File: src/rtl/next_fit_block_allocator_defines.svh
// ----------------------------------------------------------------------------
// Next-fit block allocator: assertion macros
// Shared property wrappers. Each expects clk and arst_n in scope.
// ----------------------------------------------------------------------------
`ifndef NEXT_FIT_BLOCK_ALLOCATOR_DEFINES_SVH
`define NEXT_FIT_BLOCK_ALLOCATOR_DEFINES_SVH

// same-cycle implication
`define NFBA_ASSERT_NOW(lbl, ant, con) \
	lbl: assert property (@(posedge clk) disable iff (!arst_n) (ant) |-> (con)) \
		else $error("nfba: same-cycle check failed");

// next-cycle implication
`define NFBA_ASSERT_NEXT(lbl, ant, con) \
	lbl: assert property (@(posedge clk) disable iff (!arst_n) (ant) |=> (con)) \
		else $error("nfba: next-cycle check failed");

`endif

File: src/rtl/nfba_pkg.sv
// ----------------------------------------------------------------------------
// Next-fit block allocator package
// Widths, operation codes, sequencer states and the space-table write bundle.
// ----------------------------------------------------------------------------
package nfba_pkg;

	localparam int MAX_BLOCKS = 16;
	localparam int SIZE_WIDTH = 16;
	localparam int IDX_W      = 4;
	localparam int CNT_W      = 5;
	localparam int IN_DATA_W  = 24;
	localparam int OUT_DATA_W = 24;

	typedef enum logic [1:0] {
		FN_LOAD  = 2'd0,
		FN_ALLOC = 2'd1,
		FN_READ  = 2'd2,
		FN_NONE  = 2'd3
	} func_t;

	typedef enum logic [1:0] {
		ST_IDLE,
		ST_READ,
		ST_SCAN,
		ST_DONE
	} state_t;

	typedef struct packed {
		logic                  en;
		logic [IDX_W-1:0]      addr;
		logic [SIZE_WIDTH-1:0] data;
	} ram_wr_t;

endpackage

File: src/rtl/nfba_space_ram.sv
// ----------------------------------------------------------------------------
// Space table
// One write port, one read port with registered read data.
// ----------------------------------------------------------------------------
module nfba_space_ram (
	input  logic                           clk,
	input  nfba_pkg::ram_wr_t              wr,
	input  logic [nfba_pkg::IDX_W-1:0]     rd_addr,
	output logic [nfba_pkg::SIZE_WIDTH-1:0] rd_data
);
	import nfba_pkg::*;

	logic [SIZE_WIDTH-1:0] mem_q [MAX_BLOCKS];

	always_ff @(posedge clk) begin
		if (wr.en) begin
			mem_q[wr.addr] <= wr.data;
		end
	end

	always_ff @(posedge clk) begin
		rd_data <= mem_q[rd_addr];
	end

endmodule

File: src/rtl/next_fit_block_allocator.sv
// ----------------------------------------------------------------------------
// Next-fit block allocator
// Keeps remaining space per block and a search cursor; allocates by a
// circular first-fit scan starting at the cursor.
// ----------------------------------------------------------------------------
//  channel  | direction | handshake            | payload
//  s_*      | in        | s_tvalid / s_tready  | tuser func, tdata index+amount
//  m_*      | out       | m_tvalid / m_tready  | tuser placed, tdata block+space
//  cfg_*    | in        | cfg_valid / cfg_ready| block_count
//
//  Load and unused items go from idle to done, read passes a read state,
//  allocate a scan state with one table read and one compare per cycle
//  through the shared compare/subtract unit (no scan with no blocks in use).
//  Input is taken only in idle; a finished result waits in the output
//  register while the block returns to idle. No clearing pass after reset.
// ----------------------------------------------------------------------------
`include "next_fit_block_allocator_defines.svh"

module next_fit_block_allocator (
	input  logic                              clk,
	input  logic                              arst_n,
	input  logic                              s_tvalid,
	output logic                              s_tready,
	input  logic [nfba_pkg::IN_DATA_W-1:0]    s_tdata,  // block_index[3:0], amount[19:4], zero
	input  logic [1:0]                        s_tuser,  // func[1:0]
	output logic                              m_tvalid,
	input  logic                              m_tready,
	output logic [nfba_pkg::OUT_DATA_W-1:0]   m_tdata,  // chosen_block[3:0], space_left[19:4], zero
	output logic                              m_tuser,  // placed[0]
	input  logic                              cfg_valid,
	output logic                              cfg_ready,
	input  logic [nfba_pkg::CNT_W-1:0]        cfg_data
);
	import nfba_pkg::*;

	state_t                state_q, state_nxt;
	func_t                 func_in;
	logic [IDX_W-1:0]      idx_in;
	logic [SIZE_WIDTH-1:0] amt_in;
	logic                  s_xfer, idx_ok;

	logic [CNT_W-1:0]      count_q, used;
	logic [IDX_W-1:0]      cursor_q, start_ptr;
	logic [IDX_W-1:0]      ptr_q, ptr_next;
	logic [CNT_W-1:0]      tried_q, n_q;
	logic [SIZE_WIDTH-1:0] amt_q;
	logic                  hit, last_try;
	logic [SIZE_WIDTH-1:0] diff;

	logic                  res_placed_q;
	logic [IDX_W-1:0]      res_block_q;
	logic [SIZE_WIDTH-1:0] res_left_q;
	logic                  slot_free;

	ram_wr_t               wr;
	logic [IDX_W-1:0]      rd_addr;
	logic [SIZE_WIDTH-1:0] rd_data;

	logic                  m_tvalid_q, m_tuser_q;
	logic [OUT_DATA_W-1:0] m_tdata_q;

	function automatic logic idx_ok_q(input logic [IDX_W-1:0] idx);
		return {1'b0, idx} < CNT_W'(MAX_BLOCKS);
	endfunction

	nfba_space_ram u_space (
		.clk     (clk),
		.wr      (wr),
		.rd_addr (rd_addr),
		.rd_data (rd_data)
	);

	assign func_in   = func_t'(s_tuser);
	assign idx_in    = s_tdata[IDX_W-1:0];
	assign amt_in    = s_tdata[IDX_W +: SIZE_WIDTH];
	assign s_xfer    = s_tvalid && s_tready;
	assign idx_ok    = {1'b0, idx_in} < CNT_W'(MAX_BLOCKS);
	assign cfg_ready = 1'b1;

	assign used      = (count_q > CNT_W'(MAX_BLOCKS)) ? CNT_W'(MAX_BLOCKS) : count_q;
	assign start_ptr = ({1'b0, cursor_q} < used) ? cursor_q : '0;

	// shared compare/subtract on the entry read last cycle
	assign hit      = rd_data >= amt_q;
	assign diff     = rd_data - amt_q;
	assign ptr_next = (({1'b0, ptr_q} + CNT_W'(1)) == n_q) ? '0 : ptr_q + IDX_W'(1);
	assign last_try = (tried_q + CNT_W'(1)) == n_q;

	assign slot_free = !m_tvalid_q || m_tready;

	// next state
	always_comb begin
		state_nxt = state_q;
		unique case (state_q)
			ST_IDLE: begin
				if (s_xfer) begin
					unique case (func_in)
						FN_ALLOC: state_nxt = (used == '0) ? ST_DONE : ST_SCAN;
						FN_READ:  state_nxt = ST_READ;
						default:  state_nxt = ST_DONE;
					endcase
				end
			end
			ST_READ: state_nxt = ST_DONE;
			ST_SCAN: begin
				if (hit || last_try) begin
					state_nxt = ST_DONE;
				end
			end
			ST_DONE: begin
				if (slot_free) begin
					state_nxt = ST_IDLE;
				end
			end
			default: state_nxt = ST_IDLE;
		endcase
	end

	// sequencer outputs
	always_comb begin
		s_tready = 1'b0;
		rd_addr  = ptr_next;
		wr       = '0;
		unique case (state_q)
			ST_IDLE: begin
				s_tready = 1'b1;
				rd_addr  = (func_in == FN_READ) ? idx_in : start_ptr;
				if (s_xfer && func_in == FN_LOAD && idx_ok) begin
					wr.en   = 1'b1;
					wr.addr = idx_in;
					wr.data = amt_in;
				end
			end
			ST_SCAN: begin
				if (hit) begin
					wr.en   = 1'b1;
					wr.addr = ptr_q;
					wr.data = diff;
				end
			end
			default: ;
		endcase
	end

	// control state
	always_ff @(posedge clk or negedge arst_n) begin
		if (!arst_n) begin
			state_q    <= ST_IDLE;
			count_q    <= '0;
			cursor_q   <= '0;
			m_tvalid_q <= 1'b0;
		end else begin
			state_q <= state_nxt;
			if (cfg_valid && cfg_ready) begin
				count_q <= cfg_data;
			end
			if (state_q == ST_IDLE && s_xfer && func_in == FN_LOAD && idx_ok) begin
				cursor_q <= '0;
			end else if (state_q == ST_SCAN && hit) begin
				cursor_q <= ptr_next;
			end
			if (state_q == ST_DONE && slot_free) begin
				m_tvalid_q <= 1'b1;
			end else if (m_tready) begin
				m_tvalid_q <= 1'b0;
			end
		end
	end

	// datapath
	always_ff @(posedge clk) begin
		unique case (state_q)
			ST_IDLE: begin
				if (s_xfer) begin
					amt_q        <= amt_in;
					n_q          <= used;
					ptr_q        <= start_ptr;
					tried_q      <= '0;
					res_placed_q <= 1'b0;
					res_left_q   <= '0;
					res_block_q  <= (func_in == FN_LOAD || func_in == FN_READ) ? idx_in : '0;
				end
			end
			ST_READ: begin
				res_left_q <= idx_ok_q(res_block_q) ? rd_data : '0;
			end
			ST_SCAN: begin
				if (hit) begin
					res_placed_q <= 1'b1;
					res_block_q  <= ptr_q;
					res_left_q   <= diff;
				end else begin
					ptr_q   <= ptr_next;
					tried_q <= tried_q + CNT_W'(1);
				end
			end
			ST_DONE: begin
				if (slot_free) begin
					m_tuser_q <= res_placed_q;
					m_tdata_q <= OUT_DATA_W'({res_left_q, res_block_q});
				end
			end
			default: ;
		endcase
	end

	assign m_tvalid = m_tvalid_q;
	assign m_tdata  = m_tdata_q;
	assign m_tuser  = m_tuser_q;

	`NFBA_ASSERT_NOW(a_scan_ptr_in_range, state_q == ST_SCAN, ({1'b0, ptr_q} < n_q))
	`NFBA_ASSERT_NOW(a_scan_tries_bounded, state_q == ST_SCAN, tried_q < n_q)
	`NFBA_ASSERT_NEXT(a_alloc_starts_scan, s_xfer && func_in == FN_ALLOC && used != '0, state_q == ST_SCAN)

endmodule
File: config.mk
export PLATFORM = sky130hd
export DESIGN_NAME = next_fit_block_allocator
export DESIGN_NICKNAME = d
export VERILOG_FILES = /design/src/rtl/nfba_pkg.sv /design/src/rtl/nfba_space_ram.sv /design/src/rtl/next_fit_block_allocator.sv
export VERILOG_INCLUDE_DIRS = /design/src /design/src/rtl
export SDC_FILE = /design/constraint.sdc
export NUM_CORES = 1
export LEC_CHECK = 0
export BUFFER_PORTS_ARGS = -buffer_cell sky130_fd_sc_hd__buf_4
export CAP_MARGIN = 5
export CORE_ASPECT_RATIO = 0.8
export CORE_MARGIN = 8
export CORE_UTILIZATION = 30
export CTS_BUF_LIST = sky130_fd_sc_hd__clkbuf_8
export DETAILED_ROUTE_END_ITERATION = 16
export HOLD_SLACK_MARGIN = 0.15
export PLACE_DENSITY = 0.48
export SLEW_MARGIN = 20
export SYNTH_ARGS = -nofsm -noshare
export SYNTH_HDL_FRONTEND = slang
export SYNTH_SLANG_ARGS = --single-unit
File: constraint.sdc
create_clock -name clk -period 5.05 [get_ports clk]
set_clock_uncertainty 0.05 [all_clocks]
set_input_delay 0.2525 -clock clk [delete_from_list [all_inputs] [get_ports clk]]
set_output_delay 0.2525 -clock clk [all_outputs]
set_load 0.02 [all_outputs]
# Word level (Yosys, flattened, before mapping)
# Memories as Yosys holds them, arrays and structs flattened. A register that Yosys moved wholly into a read port is not among the register bits.
# Cells that the tools add are included.
[classes] addsub=4 magnitude_cmp=3 eq_ne=12 mux=37 reduce_logical=23
[op_table] op="16-bit case mux with 3 select lines" n=1
[op_table] op="4-bit two-way mux" n=11
[op_table] op="21-bit two-way mux" n=2
[op_table] op="21-bit case mux with 2 select lines" n=1
[op_table] op="16-bit two-way mux" n=2
[op_table] op="16-bit >= comparator" n=1
[op_table] op="4-bit case mux with 2 select lines" n=2
[op_table] op="16-bit subtractor" n=1
[op_table] op="5-bit two-way mux" n=3
[op_table] op="3-bit AND reduction" n=4
[op_table] op="5-bit equality test" n=2
[op_table] op="2-bit inequality test, second input constant" n=5
[op_table] op="5-bit case mux with 2 select lines" n=1
[op_table] op="1-bit two-way mux" n=8
[op_table] op="2-bit case mux with 4 select lines" n=1
[op_table] op="2-bit equality test, second input constant" n=3
[op_table] op="1-bit logical AND" n=6
[op_table] op="2-bit two-way mux" n=3
[op_table] op="2-bit nonzero test" n=3
[op_table] op="4-bit by 1-bit adder with 5-bit output, second input constant" n=1
[op_table] op="5-bit by 1-bit adder with 5-bit output, second input constant" n=1
[op_table] op="5-bit > comparator, second input constant" n=1
[op_table] op="5-bit logical NOT" n=1
[op_table] op="4-bit by 5-bit less-than comparator with 1-bit output" n=1
[op_table] op="other kinds (9)" n=14
[word_totals] register_bits=84 mem_bits_rw=256 inputBits=36 out_inout_bits=28 wordCells=93 mem_count=1
[memory_table] name="u_space.mem_q" words=16 word_bits=16 read_ports=1 rd_clocked_by_memory_dff=1 write_ports=1 line="nfba_space_ram.sv:13" text="logic [SIZE_WIDTH-1:0] mem_q [MAX_BLOCKS];"

# Depth between registers and ports, before layout
[depth] ltp_word=8 ltp_mapped=14 ltp_nobuf=12

# Hierarchy
# From an unflattened synthesis, not the netlist that was laid out.
[hier_totals] cells_unflattened=890 hier_area_um2=14904.3
[by_module_without_submodules] module="nfba_space_ram" instances=1 cells_each=432 area_per_inst_um2=10042.1 seq_area_each_um2=8007.7
[by_module_without_submodules] module="next_fit_block_allocator" instances=1 cells_each=458 area_per_inst_um2=4862.2 seq_area_each_um2=2462.4

# Worst setup path after synthesis
# No wires, ideal clock.
[synth_timing] path_kind="register -> register" startpoint="register state_q[0]" endpoint="memory u_space.mem_q[12][0] (enable)" setup_ps=388 arrival_time_ps=3330 required_time_ps=4612 setup_slack_ps=1281 path_stages_with_launch=9 n_path_buf=1 synth_period_minus_slack_ps=3769 path_cell_list="dfrtp_1 > inv_1 > ha_1 > clkbuf_1 > inv_2 > nor2_1 > nand2_1 > a21o_1 > nor2_1"
[synth_between] elab_chain_cells=8 word_cells_on_any_way=9 classes_between="1 x eq/ne; 5 x mux; 3 x reduce/logical"
[synth_rtl] element="start: declaration" line="next_fit_block_allocator.sv:36" text="state_t state_q, state_nxt;"
[synth_rtl] element="start signal: assignment" line="next_fit_block_allocator.sv:153" text="state_q <= state_nxt;"
[synth_rtl] element="2-bit logical NOT *" line="next_fit_block_allocator.sv:124" text="unique case (state_q)"
[synth_rtl] element="1-bit two-way mux *" line="next_fit_block_allocator.sv:124"
[synth_rtl] element="via s_tready" line="next_fit_block_allocator.sv:23" text="output logic s_tready,"
[synth_rtl] element="1-bit logical AND *" line="next_fit_block_allocator.sv:76" text="assign s_xfer = s_tvalid && s_tready;"
[synth_rtl] element="1-bit logical AND *" line="next_fit_block_allocator.sv:128" text="if (s_xfer && func_in == FN_LOAD && idx_ok) begin"
[synth_rtl] element="21-bit two-way mux *" line="next_fit_block_allocator.sv:128"
[synth_rtl] element="21-bit case mux with 2 select lines *" line="next_fit_block_allocator.sv:124"
[synth_rtl] element="1-bit two-way mux" line="nfba_space_ram.sv:16" text="if (wr.en) begin"
[synth_rtl] element="1-bit two-way mux (not written as such)" line="nfba_space_ram.sv:17" text="mem_q[wr.addr] <= wr.data;"
[synth_rtl] element="end: declaration" line="nfba_space_ram.sv:13"
# The timed path passes the listed nets; every way through them passes the cells marked *.

# Final worst setup path
[layout_timing] startpoint="register ptr_q[0]" endpoint="register u_space.rd_data[8] (netlist name) (read register of u_space.mem_q)"
[layout_between] elab_chain_cells=4 word_cells_on_any_way=5 classes_between="2 x add/sub; 1 x eq/ne; 2 x mux"
[layout_rtl] element="start: declaration" line="next_fit_block_allocator.sv:44" text="logic [IDX_W-1:0] ptr_q, ptr_next;"
[layout_rtl] element="start signal: assignment" line="next_fit_block_allocator.sv:177" text="ptr_q <= start_ptr;"
[layout_rtl] element="start signal: assignment" line="next_fit_block_allocator.sv:193" text="ptr_q <= ptr_next;"
[layout_rtl] element="4-bit by 1-bit adder with 5-bit output" line="next_fit_block_allocator.sv:86" text="assign ptr_next = (({1'b0, ptr_q} + CNT_W'(1)) == n_q) ? '0 : ptr_q + IDX_W'(1);"
[layout_rtl] element="5-bit equality test" line="next_fit_block_allocator.sv:86"
[layout_rtl] element="4-bit two-way mux *" line="next_fit_block_allocator.sv:86"
[layout_rtl] element="4-bit two-way mux *" line="next_fit_block_allocator.sv:124"
[layout_rtl] element="end: declaration" line="nfba_space_ram.sv:9" text="output logic [nfba_pkg::SIZE_WIDTH-1:0] rd_data"
# Mark *: on every way between the ends. The rest lies on a longest branch, timed or not.
# A chain may end at the register's enable or synchronous reset.

==> results.sh <==
export IMPL_status="finished, final reports clean"
export IMPL_total_leakage_power_nw=6.670
export IMPL_crit_required_ns=5.47
export IMPL_grt_max_degree=49
export IMPL_clk_latency_ns=0.61
export IMPL_path_clk_slew_ns=0.06
export IMPL_grt_pass1_vias=8873
export IMPL_layout_common_cells="328 x edfxtp_1, 127 x mux2i_1, 94 x buf_4"
export IMPL_drc=0
export IMPL_rows=74
export IMPL_ys_async_sr_fraction=0.03371
export IMPL_p_per_area_nw_per_um2=641.7
export IMPL_firstDrtPassIters=6
export IMPL_cts_tree="built"
export IMPL_viasPerCell=4.738
export IMPL_fillCellCount=4938
export IMPL_netlist_instances=1016
export IMPL_worst_pin_slew_ns=1.038
export IMPL_fin_crit_ns=4.233
export IMPL_die_width_um=268.6
export IMPL_route_detailed_wl_per_inst_um=20.78
export IMPL_ir_drop_uv=429.6
export IMPL_power_mw=11.59
export IMPL_grt_use_total=0.1314
export IMPL_grt_overflow=0
export IMPL_switching_share=0.3952
export IMPL_tns_ns=0
export IMPL_clock_sinks=356
export IMPL_root_buffer="clkbuf_8"
export IMPL_startpoint_type="register"
export IMPL_fmax_mhz=236.2
export IMPL_grt_pass1_wl_mm=57.88
export IMPL_worst_ep_arrival_time_ns=4.65
export IMPL_die_h_um=218.1
export IMPL_worstHoldPathType="in2reg"
export IMPL_synth_seq_area_share=0.6838
export IMPL_comb_power_share=0.447
export IMPL_max_slew_margin_rel=0.2987
export IMPL_synth_ff_type="edfxtp_1"
export IMPL_pre_cts_ws_ns=0.8374
export IMPL_gp_congestion=0.7975
export IMPL_setup_violations=0
export IMPL_synth_cell_types=77
export IMPL_numCtsBuffers=56
export IMPL_critPathKind="reg2reg"
export IMPL_multi_input_area_um2=4471
export IMPL_synth_cell_area_um2=15310
export IMPL_report_final_slew_viol_count=0
export IMPL_p_seq_frac=0.359
export IMPL_core_area_um2=50740
export IMPL_ios=64
export IMPL_synth_edff_count=328
export IMPL_drt_iter0_drc=656
export IMPL_cts_buffer_depth=3
export IMPL_die_area_um2=58570
export IMPL_dp_hpwl_mm=24.75
export IMPL_htree_levels=2
export IMPL_antenna_found_initial=1
export IMPL_internal_power_mw=7.012
export IMPL_p_clk_frac=0.194
export IMPL_antennaDiodeCount=0
export IMPL_power_switching_mw=4.583
export IMPL_ant_nets=0
export IMPL_drt_total_wl_mm=39.17
export IMPL_crit_path_end_kind="register"
export IMPL_synth_ff_latch_count=356
export IMPL_area_sequential_um2=10470
export IMPL_worstPathMaxFanout=33
export IMPL_initial_utilization=0.3018
export IMPL_syn_to_final_growth_pct=18.01
export IMPL_drive_gt1_frac=0.1799
export IMPL_ys_warn_count=0
export IMPL_vias=8932
export IMPL_io_buffers=54
export IMPL_cap_violations=0
export IMPL_cts_setup_buffers=0
export IMPL_rsz0062_at_grt="no"
export IMPL_ctsResizeCount=0
export IMPL_layout_nets=1222
export IMPL_layout_commonest_cell="edfxtp_1"
export IMPL_layout_setup_ws_ns=0.8169
export IMPL_hold_viol=0
export IMPL_period_share=0.8382
export IMPL_syn_area_per_cell_um2=15.07
-- power groups by stage --
| stage | sequential, mW | combinational, mW | clock (mW) |
|---|---|---|---|
| 2_1_floorplan | 4.20 | 3.52 | 0 |
| 3_3_place_gp | 4.22 | 5.14 | 0 |
| 3_5_place_dp | 4.23 | 5.16 | 0 |
| 4_1_cts | 4.17 | 5.22 | 2.33 |
| 5_1_grt | 4.21 | 5.62 | 2.44 |
| 6_report | 4.16 | 5.18 | 2.25 |
-- final timing paths --
kind                                 from                  to  slack (ns)  cells past startpoint
max                              ptr_q[0]  u_space.rd_data[8]        0.82                      9
min                           s_tdata[15]           amt_q[11]        0.34                      2
max reg2reg                      ptr_q[0]  u_space.rd_data[8]        0.82                      9
min reg2reg                res_left_q[15]         m_tdata[19]        0.36                      0
max in group asynchronous          arst_n         cursor_q[0]        3.83                      3
min in group asynchronous          arst_n          state_q[1]        0.71                      3
-- per-stage QoR --
stage / cells / instance area, um2 / hold slack, ns / utilization
floorplan: 1019 / 15320 / -0.09309 / -
global placement: 1747 / 16700 / 0.05503 / 0.3291
detailed placement: 1747 / 16700 / 0.05801 / 0.3291
CTS: 1885 / 18070 / 0.2913 / 0.3561
global route: 1885 / 18070 / 0.3042 / 0.3561
finish: 1885 / 18070 / 0.3421 / 0.3561
-- final cells by class --
| cell class | count | share of cell area |
|---|---|---|
| Tap cell | 684 | 0.04736 |
| Clock inverter | 45 | 0.01239 |
| Inverter | 36 | 0.007478 |
| Sequential cell | 356 | 0.5794 |
| Timing Repair Buffer | 132 | 0.06176 |
| Clock buffer | 58 | 0.04418 |
| Multi-Input combinational cell | 574 | 0.2474 |
-- layer usage --
metal,track usage,wire (um),up-vias
met2,0.1866,16190,255
met5,0,0,-
met1,0.2027,20090,4401
met4,0.03118,615,0
met3,0.02535,2270,59
li1,-,-,4217
-- synth_stat cells (4+ instances only) --
library cell | count | share of area
buf_4 | 12 | 0.0059
nand3_1 | 13 | 0.0042
o31ai_1 | 6 | 0.0029
and2_1 | 4 | 0.0016
dfxtp_1 | 16 | 0.021
mux2_2 | 5 | 0.0037
xor2_1 | 11 | 0.0063
dfrtp_1 | 12 | 0.020
edfxtp_1 | 328 | 0.64
a21o_1 | 12 | 0.0059
nand2b_1 | 9 | 0.0037
inv_1 | 35 | 0.0086
o21a_1 | 5 | 0.0025
buf_6 | 6 | 0.0044
nor2_1 | 39 | 0.0096
ha_1 | 29 | 0.024
o21ai_0 | 28 | 0.0092
or4_1 | 15 | 0.0074
xnor2_1 | 13 | 0.0074
clkbuf_1 | 22 | 0.0054
a21boi_0 | 9 | 0.0044
a22o_1 | 6 | 0.0034
nand2_1 | 60 | 0.015
o22ai_1 | 67 | 0.027
a22oi_1 | 8 | 0.0039
mux2i_1 | 127 | 0.083
buf_2 | 12 | 0.0039
nor2b_1 | 7 | 0.0029
a21oi_1 | 19 | 0.0062
-- sequential cells by signal (all words and copies together) (netlist names) --
signal / flops
res_left_q: 16
amt_q: 16
res_placed_q: 1
state_q: 2
m_tdata: 20
u_space.mem_q: 256
m_tuser: 1
tried_q: 5
n_q: 5
count_q: 5
cursor_q: 4
ptr_q: 4
res_block_q: 4
m_tvalid: 1
u_space.rd_data: 16
-- worst max-delay path, stage by stage, from the launching register on --
cell and delay [ns]:
edfxtp_1 0.58, ha_1 0.39, xor2_4 0.22, a211oi_4 0.44, nand3_4 0.20, o21ai_4 0.61, buf_4 0.63, mux2i_1 0.26
o22ai_1 0.12, or4_1 0.56
-- cell families after synthesis --
logic type                 synth area share
DFF                                  0.6838
AOI/OAI and AO/OA                   0.09618
and+or+nand+nor                     0.05908
muxes                               0.08768
buffers and inverters               0.02868
adders and majority gates           0.02500
xor gates and xnor gates            0.01912
other                             0.0004905
-- what timing repair did --
item,4_1_cts,5_1_grt
hold buffers,35,0
setup endpoints to repair,0,0
hold endpoints to repair,120,0
Note: power is estimated with default switching activity, not from simulation.
